<file path="src/hdl/tmd_pkg.sv">
// Shared types and constants for the thruster mixer with deadband PWM mapping.
// Holds field widths, sequencer states, register indexes and divider handshake structs.
// No dependencies.
package tmd_pkg;

  localparam int NUM_THRUSTERS = 7;
  localparam int NUM_MAPS      = 5;
  localparam int CMD_W         = 11;
  localparam int CUR_W         = 16;
  localparam int PWM_W         = 12;
  localparam int THR_W         = 13;
  localparam int FS_W          = 10;
  localparam int PROD_W        = 23;
  localparam int MAG_W         = 22;
  localparam int DIV_STEPS     = 22;
  localparam int S_TDATA_W     = 112;
  localparam int M_TDATA_W     = 88;
  localparam int CFG_W         = 16;

  localparam logic [PWM_W-1:0]        STOP_COUNT = 12'd302;
  localparam logic signed [THR_W-1:0] THRUST_DB  = 13'sd3;

  typedef enum logic [2:0] {
    ST_IDLE,
    ST_SEL,
    ST_MUL,
    ST_START,
    ST_DIV,
    ST_DONE
  } tmd_state_t;

  typedef enum logic [2:0] {
    REG_CMD_DB,
    REG_FULL_SCALE,
    REG_PWM_MIN,
    REG_PWM_DB_LOW,
    REG_PWM_DB_HIGH,
    REG_PWM_MAX,
    REG_CUR_LIMIT,
    REG_TRIP_COUNT
  } tmd_reg_t;

  typedef struct packed {
    logic                     start;
    logic signed [PROD_W-1:0] num;
    logic [FS_W-1:0]          den;
  } tmd_div_req_t;

  typedef struct packed {
    logic                    done;
    logic signed [THR_W-1:0] quot;
  } tmd_div_rsp_t;

endpackage

</file>
<file path="src/hdl/tmd_fdiv.sv">
// Iterative floor divider: signed numerator by positive denominator, one bit a cycle.
// Depends on tmd_pkg for widths and the request/response structs.
module tmd_fdiv import tmd_pkg::*; (
  input  logic         clk,
  input  logic         rst,
  input  tmd_div_req_t req,
  output tmd_div_rsp_t rsp
);

  logic              busy;
  logic              done;
  logic [4:0]        cnt;
  logic [MAG_W-1:0]  acc;
  logic [FS_W-1:0]   rem;
  logic [FS_W-1:0]   den;
  logic              neg;
  logic [FS_W:0]     trial;
  logic              fits;
  logic [PROD_W-1:0] num_abs;
  logic [THR_W-1:0]  q13;

  assign num_abs = req.num[PROD_W-1] ? PROD_W'(-req.num) : PROD_W'(req.num);
  assign trial   = {rem, acc[MAG_W-1]};
  assign fits    = trial >= {1'b0, den};

  always_ff @(posedge clk) begin
    if (rst) begin
      busy <= 1'b0;
      done <= 1'b0;
      cnt  <= '0;
    end else begin
      done <= 1'b0;
      if (req.start) begin
        busy <= 1'b1;
        cnt  <= 5'(DIV_STEPS - 1);
      end else if (busy) begin
        if (cnt == '0) begin
          busy <= 1'b0;
          done <= 1'b1;
        end else begin
          cnt <= cnt - 5'd1;
        end
      end
    end
  end

  always_ff @(posedge clk) begin
    if (req.start) begin
      acc <= num_abs[MAG_W-1:0];
      rem <= '0;
      den <= req.den;
      neg <= req.num[PROD_W-1];
    end else if (busy) begin
      acc <= {acc[MAG_W-2:0], fits};
      rem <= fits ? FS_W'(trial - {1'b0, den}) : trial[FS_W-1:0];
    end
  end

  assign q13      = acc[THR_W-1:0];
  assign rsp.done = done;
  assign rsp.quot = neg ? ((rem != '0) ? $signed(~q13) : $signed(-q13)) : $signed(q13);

  a_done_after_busy: assert property (@(posedge clk) disable iff (rst)
    done |-> $past(busy) && $past(cnt) == '0)
    else $error("divider done without finishing its steps");

  a_idle_after_done: assert property (@(posedge clk) disable iff (rst)
    done && !req.start |-> !busy)
    else $error("divider busy while reporting done");

  a_rem_below_den: assert property (@(posedge clk) disable iff (rst)
    busy && !$past(req.start) && den != '0 |-> rem < den)
    else $error("divider remainder not below denominator");

endmodule

</file>
<file path="src/hdl/thruster_mix_deadband_pwm.sv">
// Top level of the thruster mixer: config registers, trip logic, sequencer, output register.
// Depends on tmd_pkg and tmd_fdiv.
//
// Usage:
//   s_* channel carries one control tick: four 11-bit commands and four 16-bit currents.
//   m_* channel returns seven 12-bit PWM counts in tdata and the trip flag in tuser.
//   cfg_we/cfg_index/cfg_data write one of eight registers per cycle; write only when idle.
// Timing:
//   s_tready is high only while the sequencer is idle. After an accepted item the
//   sequencer walks five distinct thrusts (four horizontal, one shared vertical).
//   A thrust in a linear band goes through operand latch, multiply, start,
//   22 divider steps and write-back; a saturated or deadband thrust is written directly.
//   So an item's time to its result is set by the shared 22-step divider, and the
//   sequencer takes no new item until it has loaded the last one's result.
//   A tripped tick skips the mapping and goes straight to the output register.
// Reset:
//   rst is synchronous; it restores register defaults and clears the trip and run count.
// Stall:
//   The result sits in an output register until m_tready; the next item can be taken
//   meanwhile, and its result waits in the sequencer until the output register frees.
module thruster_mix_deadband_pwm import tmd_pkg::*; (
  input  logic                 clk,
  input  logic                 rst,
  input  logic                 cfg_we,
  input  logic [2:0]           cfg_index,
  input  logic [CFG_W-1:0]     cfg_data,
  input  logic                 s_tvalid,
  output logic                 s_tready,
  // x_cmd, y_cmd, rot_cmd, heave_cmd, current_1, current_2, current_3, current_4
  input  logic [S_TDATA_W-1:0] s_tdata,
  output logic                 m_tvalid,
  input  logic                 m_tready,
  // pwm_1, pwm_2, pwm_3, pwm_4, pwm_5, pwm_6, pwm_7
  output logic [M_TDATA_W-1:0] m_tdata,
  // tripped
  output logic [0:0]           m_tuser
);

  localparam int OUT_W = NUM_THRUSTERS * PWM_W;

  logic [7:0]       cmd_deadband;
  logic [FS_W-1:0]  full_scale;
  logic [PWM_W-1:0] pwm_min, pwm_db_low, pwm_db_high, pwm_max;
  logic [CUR_W-1:0] current_limit;
  logic [5:0]       trip_count;

  tmd_state_t state, state_next;
  logic [2:0] ch;
  logic       last_ch;

  logic signed [THR_W-1:0] thr [NUM_MAPS];
  logic [PWM_W-1:0]        res [NUM_MAPS];

  logic [FS_W-1:0]          mul_a;
  logic signed [THR_W-1:0]  mul_b;
  logic [PWM_W-1:0]         base;
  logic signed [PROD_W-1:0] prod;
  logic signed [PROD_W:0]   prod_full;

  logic [5:0] run;
  logic       trip;
  logic [5:0] run_inc;
  logic       over;
  logic       trip_hit;
  logic       trip_new;

  logic [OUT_W-1:0] out_pwm;
  logic             out_trip;

  logic accept, res_we, out_load, div_start;

  tmd_div_req_t div_req;
  tmd_div_rsp_t div_rsp;

  logic signed [CMD_W-1:0] x_db, y_db, r_db, h_db;
  logic signed [THR_W-1:0] x13, y13, r13, h13;

  logic signed [THR_W-1:0] v, f13;
  logic                    sel_direct;
  logic [PWM_W-1:0]        sel_val, sel_base;
  logic [FS_W-1:0]         sel_a;
  logic signed [THR_W-1:0] sel_b;
  logic [THR_W-1:0]        v_plus_f, v_minus_db, mid_sum;
  logic signed [THR_W:0]   div_sum;
  logic [PWM_W-1:0]        wr_val;

  function automatic logic signed [CMD_W-1:0] deadband(input logic [CMD_W-1:0] c,
                                                       input logic [7:0] d);
    logic signed [CMD_W:0] c12;
    logic signed [CMD_W:0] d12;
    c12 = $signed({c[CMD_W-1], c});
    d12 = $signed({4'b0000, d});
    if (c12 < d12 && c12 > -d12) begin
      return '0;
    end
    return $signed(c);
  endfunction

  // configuration registers
  always_ff @(posedge clk) begin
    if (rst) begin
      cmd_deadband  <= 8'd7;
      full_scale    <= 10'd300;
      pwm_min       <= 12'd242;
      pwm_db_low    <= 12'd293;
      pwm_db_high   <= 12'd307;
      pwm_max       <= 12'd362;
      current_limit <= 16'd3500;
      trip_count    <= 6'd20;
    end else if (cfg_we) begin
      unique case (tmd_reg_t'(cfg_index))
        REG_CMD_DB:      cmd_deadband  <= cfg_data[7:0];
        REG_FULL_SCALE:  full_scale    <= cfg_data[FS_W-1:0];
        REG_PWM_MIN:     pwm_min       <= cfg_data[PWM_W-1:0];
        REG_PWM_DB_LOW:  pwm_db_low    <= cfg_data[PWM_W-1:0];
        REG_PWM_DB_HIGH: pwm_db_high   <= cfg_data[PWM_W-1:0];
        REG_PWM_MAX:     pwm_max       <= cfg_data[PWM_W-1:0];
        REG_CUR_LIMIT:   current_limit <= cfg_data[CUR_W-1:0];
        REG_TRIP_COUNT:  trip_count    <= cfg_data[5:0];
        default:         ;
      endcase
    end
  end

  // input decode, deadband and over-current check
  assign x_db = deadband(s_tdata[10:0], cmd_deadband);
  assign y_db = deadband(s_tdata[21:11], cmd_deadband);
  assign r_db = deadband(s_tdata[32:22], cmd_deadband);
  assign h_db = deadband(s_tdata[43:33], cmd_deadband);
  assign x13  = THR_W'(x_db);
  assign y13  = THR_W'(y_db);
  assign r13  = THR_W'(r_db);
  assign h13  = THR_W'(h_db);

  assign over = (s_tdata[59:44] > current_limit) || (s_tdata[75:60] > current_limit) ||
                (s_tdata[91:76] > current_limit) || (s_tdata[107:92] > current_limit);
  assign run_inc  = (run == 6'd63) ? run : run + 6'd1;
  assign trip_hit = !trip && over && (run_inc > trip_count);
  assign trip_new = trip || trip_hit;

  // thrust classification for the current channel
  assign v          = thr[ch];
  assign f13        = $signed({3'b000, full_scale});
  assign v_plus_f   = THR_W'(v + f13);
  assign v_minus_db = THR_W'(v - THRUST_DB);
  assign mid_sum    = {1'b0, pwm_db_low} + {1'b0, pwm_db_high};

  always_comb begin
    sel_direct = 1'b1;
    sel_val    = pwm_max;
    sel_a      = v_plus_f[FS_W-1:0];
    sel_b      = $signed({1'b0, pwm_db_low}) - $signed({1'b0, pwm_min});
    sel_base   = pwm_min;
    priority if (v < -f13) begin
      sel_val = pwm_min;
    end else if (v < -THRUST_DB) begin
      sel_val = pwm_min;
      if (full_scale > 10'd3) begin
        sel_direct = 1'b0;
      end
    end else if (v < THRUST_DB) begin
      sel_val = mid_sum[THR_W-1:1];
    end else if (v < f13) begin
      sel_val  = pwm_max;
      sel_a    = v_minus_db[FS_W-1:0];
      sel_b    = $signed({1'b0, pwm_max}) - $signed({1'b0, pwm_db_high});
      sel_base = pwm_db_high;
      if (full_scale > 10'd3) begin
        sel_direct = 1'b0;
      end
    end else begin
      sel_val = pwm_max;
    end
  end

  assign last_ch = (ch == 3'(NUM_MAPS - 1));

  // sequencer
  always_ff @(posedge clk) begin
    if (rst) begin
      state <= ST_IDLE;
    end else begin
      state <= state_next;
    end
  end

  always_comb begin
    state_next = state;
    s_tready   = 1'b0;
    accept     = 1'b0;
    res_we     = 1'b0;
    out_load   = 1'b0;
    div_start  = 1'b0;
    unique case (state)
      ST_IDLE: begin
        s_tready = 1'b1;
        if (s_tvalid) begin
          accept     = 1'b1;
          state_next = trip_new ? ST_DONE : ST_SEL;
        end
      end
      ST_SEL: begin
        if (sel_direct) begin
          res_we     = 1'b1;
          state_next = last_ch ? ST_DONE : ST_SEL;
        end else begin
          state_next = ST_MUL;
        end
      end
      ST_MUL: begin
        state_next = ST_START;
      end
      ST_START: begin
        div_start  = 1'b1;
        state_next = ST_DIV;
      end
      ST_DIV: begin
        if (div_rsp.done) begin
          res_we     = 1'b1;
          state_next = last_ch ? ST_DONE : ST_SEL;
        end
      end
      ST_DONE: begin
        if (!m_tvalid || m_tready) begin
          out_load   = 1'b1;
          state_next = ST_IDLE;
        end
      end
      default: state_next = ST_IDLE;
    endcase
  end

  // trip state and channel counter
  always_ff @(posedge clk) begin
    if (rst) begin
      run  <= '0;
      trip <= 1'b0;
      ch   <= '0;
    end else begin
      if (accept && !trip) begin
        run <= over ? run_inc : '0;
        if (trip_hit) begin
          trip <= 1'b1;
        end
      end
      if (accept) begin
        ch <= '0;
      end else if (res_we) begin
        ch <= ch + 3'd1;
      end
    end
  end

  // datapath: mix, multiply, write back
  assign prod_full = $signed({1'b0, mul_a}) * mul_b;
  assign div_sum   = $signed({div_rsp.quot[THR_W-1], div_rsp.quot}) + $signed({2'b00, base});
  assign wr_val    = (state == ST_DIV) ? div_sum[PWM_W-1:0] : sel_val;

  always_ff @(posedge clk) begin
    if (accept) begin
      thr[0] <= x13 - y13 + r13;
      thr[1] <= x13 + y13 - r13;
      thr[2] <= -x13 - y13 - r13;
      thr[3] <= -x13 + y13 + r13;
      thr[4] <= -h13;
    end
    if (state == ST_SEL && !sel_direct) begin
      mul_a <= sel_a;
      mul_b <= sel_b;
      base  <= sel_base;
    end
    if (state == ST_MUL) begin
      prod <= prod_full[PROD_W-1:0];
    end
    if (res_we) begin
      res[ch] <= wr_val;
    end
  end

  assign div_req.start = div_start;
  assign div_req.num   = prod;
  assign div_req.den   = FS_W'(full_scale - 10'd3);

  tmd_fdiv u_fdiv (
    .clk (clk),
    .rst (rst),
    .req (div_req),
    .rsp (div_rsp)
  );

  // output register
  always_ff @(posedge clk) begin
    if (rst) begin
      m_tvalid <= 1'b0;
    end else if (out_load) begin
      m_tvalid <= 1'b1;
    end else if (m_tready) begin
      m_tvalid <= 1'b0;
    end
  end

  always_ff @(posedge clk) begin
    if (out_load) begin
      out_trip <= trip;
      for (int i = 0; i < NUM_THRUSTERS; i++) begin
        out_pwm[i*PWM_W +: PWM_W] <= trip ? STOP_COUNT :
                                     res[3'((i < NUM_MAPS) ? i : NUM_MAPS-1)];
      end
    end
  end

  assign m_tdata = {{(M_TDATA_W-OUT_W){1'b0}}, out_pwm};
  assign m_tuser = out_trip;

  a_trip_sticks: assert property (@(posedge clk) disable iff (rst)
    trip |=> trip)
    else $error("trip latch cleared without reset");

  a_trip_stop: assert property (@(posedge clk) disable iff (rst)
    m_tvalid && m_tuser[0] |-> m_tdata[PWM_W-1:0] == STOP_COUNT)
    else $error("tripped item without stop count");

  a_ch_range: assert property (@(posedge clk) disable iff (rst)
    state == ST_SEL || state == ST_DIV |-> ch < 3'(NUM_MAPS))
    else $error("channel index out of range");

  a_div_done_in_wait: assert property (@(posedge clk) disable iff (rst)
    div_rsp.done |-> state == ST_DIV)
    else $error("divider finished outside the wait state");

endmodule
</file>
<file path="config.mk">
export PLATFORM = sky130hd
export DESIGN_NAME = thruster_mix_deadband_pwm
export DESIGN_NICKNAME = d
export VERILOG_FILES = /design/src/hdl/tmd_pkg.sv /design/src/hdl/tmd_fdiv.sv /design/src/hdl/thruster_mix_deadband_pwm.sv
export SDC_FILE = /design/constraint.sdc
export NUM_CORES = 2
export LEC_CHECK = 0
export BUFFER_PORTS_ARGS = -buffer_cell sky130_fd_sc_hd__buf_2
export CORE_MARGIN = 5
export CORE_UTILIZATION = 40
export DETAILED_ROUTE_END_ITERATION = 16
export PLACE_DENSITY = 0.63
export SETUP_SLACK_MARGIN = 0.15
export SLEW_MARGIN = 20
export SYNTH_ARGS = -nofsm -noshare
export SYNTH_HDL_FRONTEND = slang
export SYNTH_HIERARCHICAL = 1
export SYNTH_SLANG_ARGS = --single-unit
</file>
<file path="constraint.sdc">
create_clock -name clk -period 16.4 [get_ports clk]
set_input_delay 2.46 -clock clk [delete_from_list [all_inputs] [get_ports clk]]
set_output_delay 2.46 -clock clk [all_outputs]
set_load 0.01 [all_outputs]
</file>
# Word level (Yosys, flattened, before mapping)
# Memories as Yosys holds them, arrays and structs flattened. A register that Yosys moved wholly into a read port is not among the register bits.
# Index checks and enable logic that the tools add are counted.
# word_totals
reg_bits	247
ramBits	125
inputBits	136
output_inout_bits	91
word_cells	205
mem_count	2
# classes
n_addsub	25
multipliers	1
magnitude_cmp	19
eq_ne	18
n_mux	73
bitwise	3
reduce_logical	37
# mem_list
memory	depth	width	read_ports	rd_ports_with_merged_regs	wr	line	source
thr	5	13	1	1	5	thruster_mix_deadband_pwm.sv:51	logic signed [THR_W-1:0] thr [NUM_MAPS];
res	5	12	5	4	1	thruster_mix_deadband_pwm.sv:52	logic [PWM_W-1:0] res [NUM_MAPS];
# ops
cell	count
2-to-1 mux 12 bit	11
2-to-1 mux 11 bit	8
2-to-1 mux 22 bit	3
greater-than comparator 16 bit	4
2-to-1 mux 13 bit	4
2-to-1 mux 10 bit	5
greater-than comparator 11 x 12 -> 1 bit	4
< comparator 11 x 9 -> 1 bit	4
2-to-1 mux 1 bit	27
adder 13 x 11 -> 13 bit	2
< comparator 13 x 3 -> 1 bit, second input constant	2
negator 11 -> 13 bit	2
subtractor 12 x 12 -> 13 bit	2
subtractor 13 x 11 -> 13 bit	2
2-to-1 mux 3 bit	8
multiplier 11 x 13 -> 23 bit	1
negator 22 bit	1
AND reduction 2 bit	11
== test 3 bit, second input constant	7
case mux 3 bit (6 select lines)	1
2-to-1 mux 5 bit	3
adder 12 x 11 -> 13 bit	1
adder 12 x 12 -> 13 bit	1
< comparator 13 x 11 -> 1 bit	1
other kinds (37)	61

# Depth between registers and ports, before layout
# logic_depth
ltp_word	10
depth_mapped	29
depth_no_buf	28

# Modules after synthesis
# The synthesis kept the hierarchy.
# by_module_without_submodules
module	n_inst	cells_each	area_per_inst_um2	seq_area_each_um2
thruster_mix_deadband_pwm	1	2918	28431.0	9339.0
tmd_fdiv	1	337	3168.0	1331.3

# Worst setup path after synthesis
# No wires, ideal clock.
# synth_timing
path_kind	input to register
from	in s_tdata[1]
to	mem thr[3][11] (data pin)
setup_ps	258
arrival_ps	7096
required_ps	16142
setup_slack_ps	9047
stages	25
n_path_buf	2
path_cell_list	ha_1 nor2b_1 o21a_1 o21ai_0 nand2b_1 a211o_1 nand3_1 clkbuf_1 nand2_1 ha_1 clkbuf_1 and2_1 a311oi_1 fa_1 inv_1 ha_1 a21oi_1 a21oi_1 o21a_1 o21a_1 o21a_1 o21ai_0 nand2b_1 a21oi_1 xnor2_1
# synth_rtl
element	line	source
from (decl)	thruster_mix_deadband_pwm.sv:30	input logic [S_TDATA_W-1:0] s_tdata,
to (decl)	thruster_mix_deadband_pwm.sv:51	

==> run_results.csv <==
group,metric,value,unit
pwr,power.density,151,nW/um2
die,die_h,291,um
grt,grt_pass1_wl,125000,um
setup_path,cp-start-kind,"primary input",
clock_tree,cts_buffers,45,
grt,overflow,0,
finish,layoutNonFillerInstCount,4502,
logic_synthesis,postSynthAreaPerCell,9.71,um2
die,fp.dieW,291,um
drt,ant_nets,0,
finish,fin_area,35200,um2
timing,final-hold-violation-count,0,
drt,drt-total-wl,77800,um
finish,layout-drive-gt1-share,11.7,%
clock_tree,cts_setup_buffers,0,
clock_tree,ctsResizeCount,0,
clock_tree,cts-root-buf,"clkbuf_16",
pwr,design_power_total,5.32,mW
die,coreArea,78600,um2
placement,place_hpwl,61600,um
finish,nFillCells,7598,
drt,post-route-drc-count,0,
die,rows,103,
timing,timing.hold.ws,0.454,ns
worst_hold_path,hold_path_class,"register to register",
placement,io_buffer_count,218,
grt,grt_max_degree,68,
logic_synthesis,syn_area,31600,um2
setup_path,path_max_fanout,23,
finish,fin_nets,4062,
drt,drt_iter0_markers,1282,
setup_path,cpLargestDelayFamily,"simple AND/OR/NAND/NOR gates",
setup_path,crit_arrival,8.48,ns
job,timing.max_cap.violations,0,
clock_tree,cts_tree,"done",
setup_path,path_cells,"buf_2 > ha_1 > nand3_1 > nor2_1 > nand2_1 > nor4b_1 > a211o_1 > nand3_1 > nand2_1 > ha_1 > nor2_1 > a311oi_1 > fa_1 > inv_1 > ha_1 > a21oi_1 > a21oi_1 > o21a_1 > o21a_1 > o21a_1 > o21ai_0 > nand2b_1 > a21oi_1 > xnor2_1",
placement,dp_cells,4420,
outcome,outcome,"finished clean",
timing,rsz0062_at_grt,"no",
die,die-area,84700,um2
drt,wire_per_inst,17.3,um
timing,period_share,49.9,%
drt,firstDrtPassIters,7,
finish,area_growth,11.4,%
setup_path,crit_type,"primary input to register",
clock_tree,clk_pin_slew_worst_paths,0.06,ns
die,io_pins,227,
logic_synthesis,netlist_instances,3252,
setup_path,cp_data_required_time,16.70,ns
timing,worst_pin_slew,1.17,ns
drt,vias,22900,
clock_tree,clockBufferDepth,3,
grt,track_usage,18.1,%
pwr,ir_drop,0.145,mV
grt,grt_pass1_vias,22800,
setup_path,max_stage_delay,0.55,ns
grt,antenna_found_initial,0,
timing,fmaxAchievable,122,MHz
clock_tree,hold_buffers,0,
pwr,power.leakage,15.0,nW
setup_path,end_kind,"register",
setup_path,critPathBufInv,2,
timing,setup_viol,0,
clock_tree,htreeDepth,2,
timing,maxSlewHeadroom,21.1,%
logic_synthesis,yosysWarnings,6,
drt,vias_per_cell,5.10,
placement,routabilityCongestion,0.915,
timing,slew_violations,0,
finish,num_antenna_cells,0,
timing,tns,0,ns
placement,postPlaceCellArea,33700,um2
clock_tree,clock-sinks,396,
clock_tree,clk_latency,0.59,ns
timing,fin_skew,0.0473,ns
die,start_util,40.2,%
timing,min_period,8.18,ns
setup_path,cpMaxStageDelayCell,"nand3_1",
==> worst min-delay path, stage by stage, from the launching register on <==
cell     delay (ns)
dfxtp_1        0.31
nand2_1        0.05
a21oi_1        0.05
==> flip-flops by register name, summed over array words and instances (netlist names), 13 cells and up, named ones only <==
register	cells
current_limit	16
m_tdata	48
mul_b	13
prod	23
res	60
thr	62
u_fdiv/acc	22
==> area by class of cell <==
class	count	area [um2]	share of cell area (%)
clock buffer	59	1210	3.44
inverter	345	1290	3.68
sequential	396	10700	30.3
multi-input combinational	2383	19100	54.3
timing repair buffer	246	1300	3.71
clock inverter	23	293	0.832
tap	1050	1310	3.73
==> power breakdown <==
part / switching, mW / internal, mW
clock: 0.417 / 0.617
sequential: 0.0989 / 1.37
combinational: 1.55 / 1.27
total: 2.06 / 3.26
==> cell usage in the layout, fill, tap and decap left out, types with 15 or more instances in the layout <==
master     count
a211oi_1      16
xnor2_1      123
nor3_1        52
nand4_1       27
inv_1        345
or2_2         31
o21a_1        39
ha_1         338
edfxtp_1     274
o21ai_0      125
mux2_2        15
nand3_1       47
a21oi_1      223
nor2_1       183
nand2_1      325
dfxtp_1      121
nor2b_1       84
buf_4         29
a211o_1       29
fa_1         171
and2_1       108
buf_2        217
a31oi_1       23
nor4_1        20
clkbuf_16     46
xor2_1        65
o31ai_1       16
nand2b_1      41
a21o_1        52
mux2i_1       24
==> per-stage QoR <==
stage / utilization [%] / setup WS, ns
3_5_place_dp: 42.8 / 7.65
2_1_floorplan: - / 9.05
5_1_grt: 44.8 / 7.77
4_1_cts: 44.7 / 8.25
3_3_place_gp: 42.8 / 7.67
6_report: 44.8 / 8.22
==> final timing paths <==
kind / start / to / slack [ns] / cells after the start
max: s_tdata[10] / thr[3][11]$_DFFE_PP_ / 8.22 / 24
min: current_limit[4]$_SDFFE_PP0P_ / current_limit[4]$_SDFFE_PP0P_ / 0.45 / 2
max reg2reg: cmd_deadband[2]$_SDFFE_PP1P_ / thr[3][11]$_DFFE_PP_ / 8.35 / 28
min reg2reg: current_limit[4]$_SDFFE_PP0P_ / current_limit[4]$_SDFFE_PP0P_ / 0.45 / 2
==> metal layers <==
metal / GRT usage, % / part of all wire (%) / vias up
li1: - / - / 11500
met4: 5.71 / 3.4 / 0
met2: 31.6 / 49 / 386
met3: 1.76 / 3.2 / 118
met1: 23.8 / 45 / 10900
met5: 0 / 0 / -
Power figures use the tool's default switching activity.
